**config.mk**
```make
export PLATFORM = sky130hd
export DESIGN_NAME = coup_ctrl
export DESIGN_NICKNAME = d
export VERILOG_FILES = /design/src/design/circular_orbit_position_update_assert.svh /design/src/design/coup_pkg.sv /design/src/design/coup_ctrl.sv
export SDC_FILE = /design/constraint.sdc
export NUM_CORES = 1
export LEC_CHECK = 0
export ABC_AREA = 1
export BUFFER_PORTS_ARGS = -buffer_cell sky130_fd_sc_hd__buf_2
export CELL_PAD_IN_SITES_DETAIL_PLACEMENT = 0
export CELL_PAD_IN_SITES_GLOBAL_PLACEMENT = 1
export CORE_MARGIN = 10
export CORE_UTILIZATION = 32
export DETAILED_ROUTE_END_ITERATION = 16
export PLACE_DENSITY_LB_ADDON = 0.1
export SYNTH_ARGS = -nofsm -noshare
export SYNTH_HDL_FRONTEND = slang
export SYNTH_SLANG_ARGS = --single-unit
```
**constraint.sdc**
```tcl
create_clock -name clk_i -period 1.25 [get_ports clk_i]
set_input_delay 0.125 -clock clk_i [delete_from_list [all_inputs] [get_ports clk_i]]
set_output_delay 0.125 -clock clk_i [all_outputs]
set_load 0.01 [all_outputs]
```
**src/design/circular_orbit_position_update_assert.svh**
```systemverilog
// ----------------------------------------------------------------------------
// circular orbit position update: assertion macros
// concurrent checks that can be compiled out with ASSERT_OFF
// ----------------------------------------------------------------------------
`ifndef CIRCULAR_ORBIT_POSITION_UPDATE_ASSERT_SVH
`define CIRCULAR_ORBIT_POSITION_UPDATE_ASSERT_SVH

`ifndef ASSERT_OFF

// antecedent implies consequent in the same cycle
`define COUP_ASSERT_SAME(name, clk, rst_n, ante, cons, msg) \
  name: assert property (@(posedge clk) disable iff (!rst_n) (ante) |-> (cons)) \
    else $error(msg);

// antecedent implies consequent in the next cycle
`define COUP_ASSERT_NEXT(name, clk, rst_n, ante, cons, msg) \
  name: assert property (@(posedge clk) disable iff (!rst_n) (ante) |=> (cons)) \
    else $error(msg);

`else

`define COUP_ASSERT_SAME(name, clk, rst_n, ante, cons, msg)
`define COUP_ASSERT_NEXT(name, clk, rst_n, ante, cons, msg)

`endif

`endif

```
**src/design/coup_pkg.sv**
```systemverilog
// ----------------------------------------------------------------------------
// circular orbit position update: package
// field widths, command and status types, cordic constant builders
// ----------------------------------------------------------------------------
`default_nettype none

package coup_pkg;

  // field widths
  localparam int ID_W     = 4;
  localparam int RADIUS_W = 47;
  localparam int RATE_W   = 40;
  localparam int START_W  = 32;
  localparam int TIME_W   = 48;
  localparam int POS_W    = 48;

  localparam int NUM_BODIES_DEF   = 16;
  localparam int CORDIC_STEPS_DEF = 32;

  localparam logic [POS_W-1:0] POS_MAX = 48'h7FFF_FFFF_FFFF;
  localparam logic [POS_W-1:0] POS_MIN = 48'h8000_0000_0000;

  // products run through the shared multiplier, in issue order
  typedef enum logic [3:0] {
    MOP_PHASE,
    MOP_ANGLE,
    MOP_POSX,
    MOP_POSY,
    MOP_OMEGA,
    MOP_WX,
    MOP_VX,
    MOP_WY,
    MOP_VY
  } mul_op_e;

  typedef struct packed {
    logic    accept;
    logic    load;
    logic    mul_start;
    logic    capture;
    logic    rot_step;
    logic    finish;
    mul_op_e op;
  } coup_cmd_t;

  typedef struct packed {
    logic radius_zero;
    logic mul_done;
    logic rot_last;
  } coup_sts_t;

  typedef struct packed {
    logic signed [POS_W-1:0] x;
    logic signed [POS_W-1:0] y;
    logic signed [POS_W-1:0] z;
  } pos_t;

  // restoring division, elaboration only
  function automatic logic [63:0] udiv64(input logic [63:0] num, input logic [63:0] den);
    logic [63:0] quo;
    logic [64:0] rem;
    quo = '0;
    rem = '0;
    for (int k = 63; k >= 0; k--) begin
      rem = {rem[63:0], num[k]};
      if (rem >= {1'b0, den}) begin
        rem    = rem - {1'b0, den};
        quo[k] = 1'b1;
      end
    end
    return quo;
  endfunction

  // arctan(1/n) in q61
  function automatic logic [63:0] acot_q61(input logic [63:0] n);
    logic [63:0] t;
    logic [63:0] sum;
    logic [63:0] term;
    logic [63:0] nn;
    nn  = n * n;
    t   = udiv64(64'd1 << 61, n);
    sum = '0;
    for (int k = 0; k < 40; k++) begin
      if (t != '0) begin
        term = udiv64(t, 64'(2 * k + 1));
        if (k % 2 == 0) sum = sum + term;
        else sum = sum - term;
        t = udiv64(t, nn);
      end
    end
    return sum;
  endfunction

  function automatic logic [63:0] pi_quarter_q61();
    return (64'd4 * acot_q61(64'd5)) - acot_q61(64'd239);
  endfunction

  // arctan(2^-i) in q61, pi/4 for the first step
  function automatic logic [63:0] atan_q61(input int i);
    logic [63:0] sum;
    logic [63:0] term;
    int sh;
    sum = '0;
    if (i == 0) return pi_quarter_q61();
    for (int k = 0; k < 32; k++) begin
      sh = i * (2 * k + 1);
      if (sh <= 61) begin
        term = udiv64(64'd1 << (61 - sh), 64'(2 * k + 1));
        if (k % 2 == 0) sum = sum + term;
        else sum = sum - term;
      end
    end
    return sum;
  endfunction

  // rounded product shifted down, clamped to 64 bits
  function automatic logic [63:0] mulshr_c(input logic [63:0] a, input logic [63:0] b,
                                           input int s);
    logic [127:0] p;
    logic [127:0] t;
    p = {64'd0, a} * {64'd0, b};
    p = p + (128'd1 << (s - 1));
    t = p >> s;
    if (t[127:64] != '0) return '1;
    return t[63:0];
  endfunction

  // reciprocal of the cordic gain in q60, newton on 1/sqrt of gain squared
  function automatic logic [63:0] inv_gain_q60(input int steps);
    logic [63:0] p;
    logic [63:0] y;
    logic [63:0] y2;
    logic [63:0] py2;
    logic [63:0] t;
    p = 64'd1 << 63;
    y = 64'd691752902764108186;
    for (int i = 1; i < steps; i++) begin
      if (2 * i < 64) p = p + (p >> (2 * i));
    end
    for (int i = 0; i < 10; i++) begin
      y2  = mulshr_c(y, y, 60);
      py2 = mulshr_c(p, y2, 62);
      t   = (64'd3 << 60) - py2;
      y   = mulshr_c(y, t, 61);
    end
    return y;
  endfunction

  // 2*pi in q58 equals pi/4 in q61
  localparam logic [63:0] TWO_PI_Q58 = pi_quarter_q61();

endpackage

`default_nettype wire

```
**src/design/coup_ctrl.sv**
```systemverilog
// ----------------------------------------------------------------------------
// circular orbit position update: controller
// sequences table read, nine products, cordic rotation and result hand-off
// ----------------------------------------------------------------------------
`default_nettype none

module coup_ctrl (
  input  logic                clk_i,
  input  logic                rst_ni,
  input  logic                in_valid_i,
  output logic                in_ready_o,
  output logic                out_valid_o,
  input  logic                out_ready_i,
  output coup_pkg::coup_cmd_t cmd_o,
  input  coup_pkg::coup_sts_t sts_i
);
  import coup_pkg::*;

  typedef enum logic [2:0] {
    S_IDLE,
    S_LOAD,
    S_ISSUE,
    S_MUL,
    S_ROT,
    S_FIN
  } state_e;

  state_e  state_q;
  mul_op_e op_q;
  logic    out_valid_q;

  function automatic mul_op_e next_op(input mul_op_e op);
    case (op)
      MOP_PHASE: return MOP_ANGLE;
      MOP_POSX:  return MOP_POSY;
      MOP_POSY:  return MOP_OMEGA;
      MOP_OMEGA: return MOP_WX;
      MOP_WX:    return MOP_VX;
      MOP_VX:    return MOP_WY;
      MOP_WY:    return MOP_VY;
      default:   return MOP_PHASE;
    endcase
  endfunction

  // commands from the current state
  always_comb begin
    cmd_o    = '0;
    cmd_o.op = op_q;
    case (state_q)
      S_IDLE:  cmd_o.accept    = in_valid_i;
      S_LOAD:  cmd_o.load      = 1'b1;
      S_ISSUE: cmd_o.mul_start = 1'b1;
      S_MUL:   cmd_o.capture   = sts_i.mul_done;
      S_ROT:   cmd_o.rot_step  = 1'b1;
      S_FIN:   cmd_o.finish    = !out_valid_q || out_ready_i;
      default: ;
    endcase
  end

  assign in_ready_o  = (state_q == S_IDLE);
  assign out_valid_o = out_valid_q;

  // state and output valid
  always_ff @(posedge clk_i or negedge rst_ni) begin
    if (!rst_ni) begin
      state_q     <= S_IDLE;
      op_q        <= MOP_PHASE;
      out_valid_q <= 1'b0;
    end else begin
      if (cmd_o.finish) out_valid_q <= 1'b1;
      else if (out_ready_i) out_valid_q <= 1'b0;
      case (state_q)
        S_IDLE: if (in_valid_i) state_q <= S_LOAD;
        S_LOAD: begin
          op_q <= MOP_PHASE;
          state_q <= sts_i.radius_zero ? S_FIN : S_ISSUE;
        end
        S_ISSUE: state_q <= S_MUL;
        S_MUL: begin
          if (sts_i.mul_done) begin
            case (op_q)
              MOP_ANGLE: state_q <= S_ROT;
              MOP_VY:    state_q <= S_FIN;
              default: begin
                op_q    <= next_op(op_q);
                state_q <= S_ISSUE;
              end
            endcase
          end
        end
        S_ROT: begin
          if (sts_i.rot_last) begin
            op_q    <= MOP_POSX;
            state_q <= S_ISSUE;
          end
        end
        S_FIN: if (cmd_o.finish) state_q <= S_IDLE;
        default: state_q <= S_IDLE;
      endcase
    end
  end
endmodule

`default_nettype wire

```
==> results.json <==
{
  "min-delay-start": "out_ready_i",
  "timing_hold_violations_final": 0,
  "netSwitchingPower_w": 0.001147,
  "yosysUniqueCellTypes": 15,
  "chipHeight_um": 62.64,
  "critical_path.startpoint_type": "flop",
  "cts.path.max_buffers": 2,
  "antenna_cells": 0,
  "place_worst_setup_slack_ns": -0.02926,
  "syn_area_um2": 581.8,
  "die-width_um": 62.64,
  "critical_path.reg2reg.endpoint": "op_q[3]$_DFFE_PN0P_",
  "p_int_w": 0.001298,
  "grt_use_total": 0.09401,
  "avgSynthCellArea_um2": 6.256,
  "cts-htree-levels": 1,
  "drive_gt1_frac": 0.5662,
  "worst_margin_slew_ns": 0.2024,
  "first_global_vias": 712,
  "report.final.slew_viol_count": 0,
  "dr.first_iter.drc_count": 17,
  "cp.arrival_ns": 1.46,
  "post_drt_via_cell_ratio": 4.422,
  "drt_first_pass_iters": 4,
  "worst-r2r-setup-slack_ns": -0.07,
  "synth-warning-count": 0,
  "power.share.combinational": 0.711,
  "ys_top_cells_by_area": "dfrtp_1 (34%), nand2_1 (22%), nand3_1 (10%), nor2_1 (7.1%), inv_1 (6.5%)",
  "global_placer_s_final_weighted_congestion": 0.7632,
  "pin_count": 19,
  "clk_root_buffer_cell": "clkbuf_4",
  "cp_capture_type": "flop",
  "grt_antenna_before_repair": 0,
  "fin_total_pwr_w": 0.002445,
  "synth_seq_area_share": 0.3441,
  "critical-path-top-delay-family": "simple AND/OR/NAND/NOR gates",
  "min_delay_path_depth": 4,
  "drc_errors": 0,
  "nets": 145,
  "power.share.sequential": 0.212,
  "cp.buffers_inverters": 1,
  "clkPwrFrac": 0.077,
  "numClockSinks": 8,
  "synth-seq-cells": 8,
  "failing_checks": "setup timing",
  "r2r_cells": 9,
  "worstPathCellList": "nand2_2, nor2_4, buf_6, nand2_4, nand2_4, nor2_4, nand2_4, nand2_2, nand2_2",
  "fin_crit_sh": 1.057,
  "worst_min_delay_path_class": "in2reg",
  "pwr_density_cell_nw_per_um2": 2455,
  "tritoncts": "built",
  "peakVddDrop_mv": 1.251,
  "most_used_standard_cells_in_the_synthesized_netlist": "nand2_1 (34), nand3_1 (12), nor2_1 (11)",
  "finalSetupViolCount": 12,
  "number_of_flops_mapped_to_enable_cells_by_yosys": 0,
  "critical_path.max_stage_delay_ns": 0.46,
  "postSynth.asyncResetShare": 1.000,
  "io_buffer_count": 18,
  "wl_final_mm": 1.801,
  "synthFlopType": "dfrtp_1",
  "r2r_start": "state_q[0]$_DFFE_PN0P_",
  "timing.final.crit_period_ns": 1.321,
  "synth_top_area_cell": "dfrtp_1",
  "crit_fanout": 6,
  "cp_slowest_cell": "dfrtp_2",
  "netSwitchingFraction": 0.4692,
  "netlist.area_leader.share": 0.3441,
  "initial_utilization": 0.3370,
  "num_vias": 712,
  "run_status": "finished with violations",
  "ant_nets": 0,
  "tns_ns": -0.4598,
  "die-area_um2": 3924,
  "global_route.overflow_total": 0,
  "crit_type": "reg2reg",
  "total_clock_buffers_created_by_cts": 3,
  "core.rowCount": 15,
  "floorplan.core_area_um2": 1727,
  "rsz0062_at_grt": "yes",
  "grt_max_degree": 9,
  "syn-num-nets": 100,
  "required_ns": 1.39,
  "timing.clock.skew_ns": 0.001421,
  "instances_no_fill": 161,
  "avgRoutedWirePerCell_um": 11.19,
  "p_leak_nw": 0.5695,
  "achievable-frequency_mhz": 757.0,
  "cap_viol_max_count": 0,
  "most_common_cell_in_the_synthesized_netlist": "nand2_1",
  "dp_hpwl_mm": 1.331,
  "cts.clk_slew.worst_paths_ns": 0.05,
  "post-route-worst-setup-slack_ns": -0.07099,
  "post_syn_instances": 93,
  "grt_first_pass_wirelength_mm": 3.118,
  "clk-insertion-delay-late_ns": 0.25,
  "synthToLayoutAreaGrowth_pct": 71.18,
  "slew-limit-headroom": 0.8646,
  "dp.cells": 144,
  "worstHoldEndpoint": "out_valid_o$_DFFE_PN0P_"
}
worst max path at each step:
stage                     slack, ns                    from  cells after the start             endpoint
after floorplan                0.09     op_q[0]$_DFFE_PN0P_                      6  op_q[0]$_DFFE_PN0P_
final                         -0.07  state_q[0]$_DFFE_PN0P_                      9  op_q[3]$_DFFE_PN0P_
after global placement        -0.03  state_q[2]$_DFFE_PN0P_                      7  op_q[3]$_DFFE_PN0P_
after global routing          -0.15  state_q[0]$_DFFE_PN0P_                      9  op_q[2]$_DFFE_PN0P_
after detailed placement      -0.03  state_q[2]$_DFFE_PN0P_                      7  op_q[1]$_DFFE_PN0P_
after CTS                     -0.07  state_q[0]$_DFFE_PN0P_                      9  op_q[1]$_DFFE_PN0P_
worst reg2reg max path, stage by stage (launching register included):
cell	delay [ns]
dfrtp_2	0.46
nand2_2	0.10
nor2_4	0.04
buf_6	0.13
nand2_4	0.06
nand2_4	0.06
nor2_4	0.15
nand2_4	0.09
nand2_2	0.07
nand2_2	0.04
registers in the layout, summed over array words and instances, names as in the netlist:
| register | count |
|---|---|
| out_valid_o | 1 |
| op_q | 4 |
| state_q | 3 |
logic make-up after synthesis:
| group | after synthesis | synth area share |
|---|---|---|
| and+or+nand+nor | 67 | 0.5204 |
| AOI/OAI and AO/OA | 6 | 0.05806 |
| DFF | 8 | 0.3441 |
| buffers and inverters | 12 | 0.07743 |
stage by stage:
step	utilization	hold WS, ns	instance area (µm²)
final	0.5768	0.1820	996.0
after floorplan	-	-0.1706	581.8
after global placement	0.4420	-0.02731	763.2
after CTS	0.5167	0.1610	892.1
after global routing	0.5768	0.1872	996.0
after detailed placement	0.4420	-0.02859	763.2
cell type report:
type,count,area (µm²)
clock buffer,3,22.52
fill,181,730.7
multi-input combinational,73,415.4
sequential,8,203.9
inverter,12,45.04
timing repair buffer,40,277.8
tap,25,31.28
timing repair:
action                                  4_1_cts  5_1_grt
endpoints found under the setup margin       11       14
hold buffers                                  1        0
endpoints found under the hold margin         8        0
setup buffers                                 7        6
pin swaps                                     7        5
gates resized for setup                      13       21
power by group through the flow:
stage / clock (W) / sequential [W] / combinational, W
floorplan: 0 / 0.000501 / 0.000709
global placement: 0 / 0.000490 / 0.00116
detailed placement: 0 / 0.000496 / 0.00116
CTS: 0.000197 / 0.000509 / 0.00140
global route: 0.000221 / 0.000536 / 0.00192
finish: 0.000188 / 0.000519 / 0.00174
cells in the final DEF (no fill, tap or decap), types with 4 or more instances in the layout:
cell type  count
nand2_1       25
nand3_1       10
buf_6          4
nand2_2       10
nor2_4         4
buf_2         16
nor2_1         7
inv_1          7
inv_2          5
buf_4         19
dfrtp_1        5
layer usage:
metal	vias up	global-route usage	routed length, µm
li1	379	-	-
met1	320	0.1216	850
met2	11	0.1372	877
met3	2	0.01971	63
met4	0	0.05866	9
met5	-	0	0
Note: power is estimated with default switching activity, not from simulation.
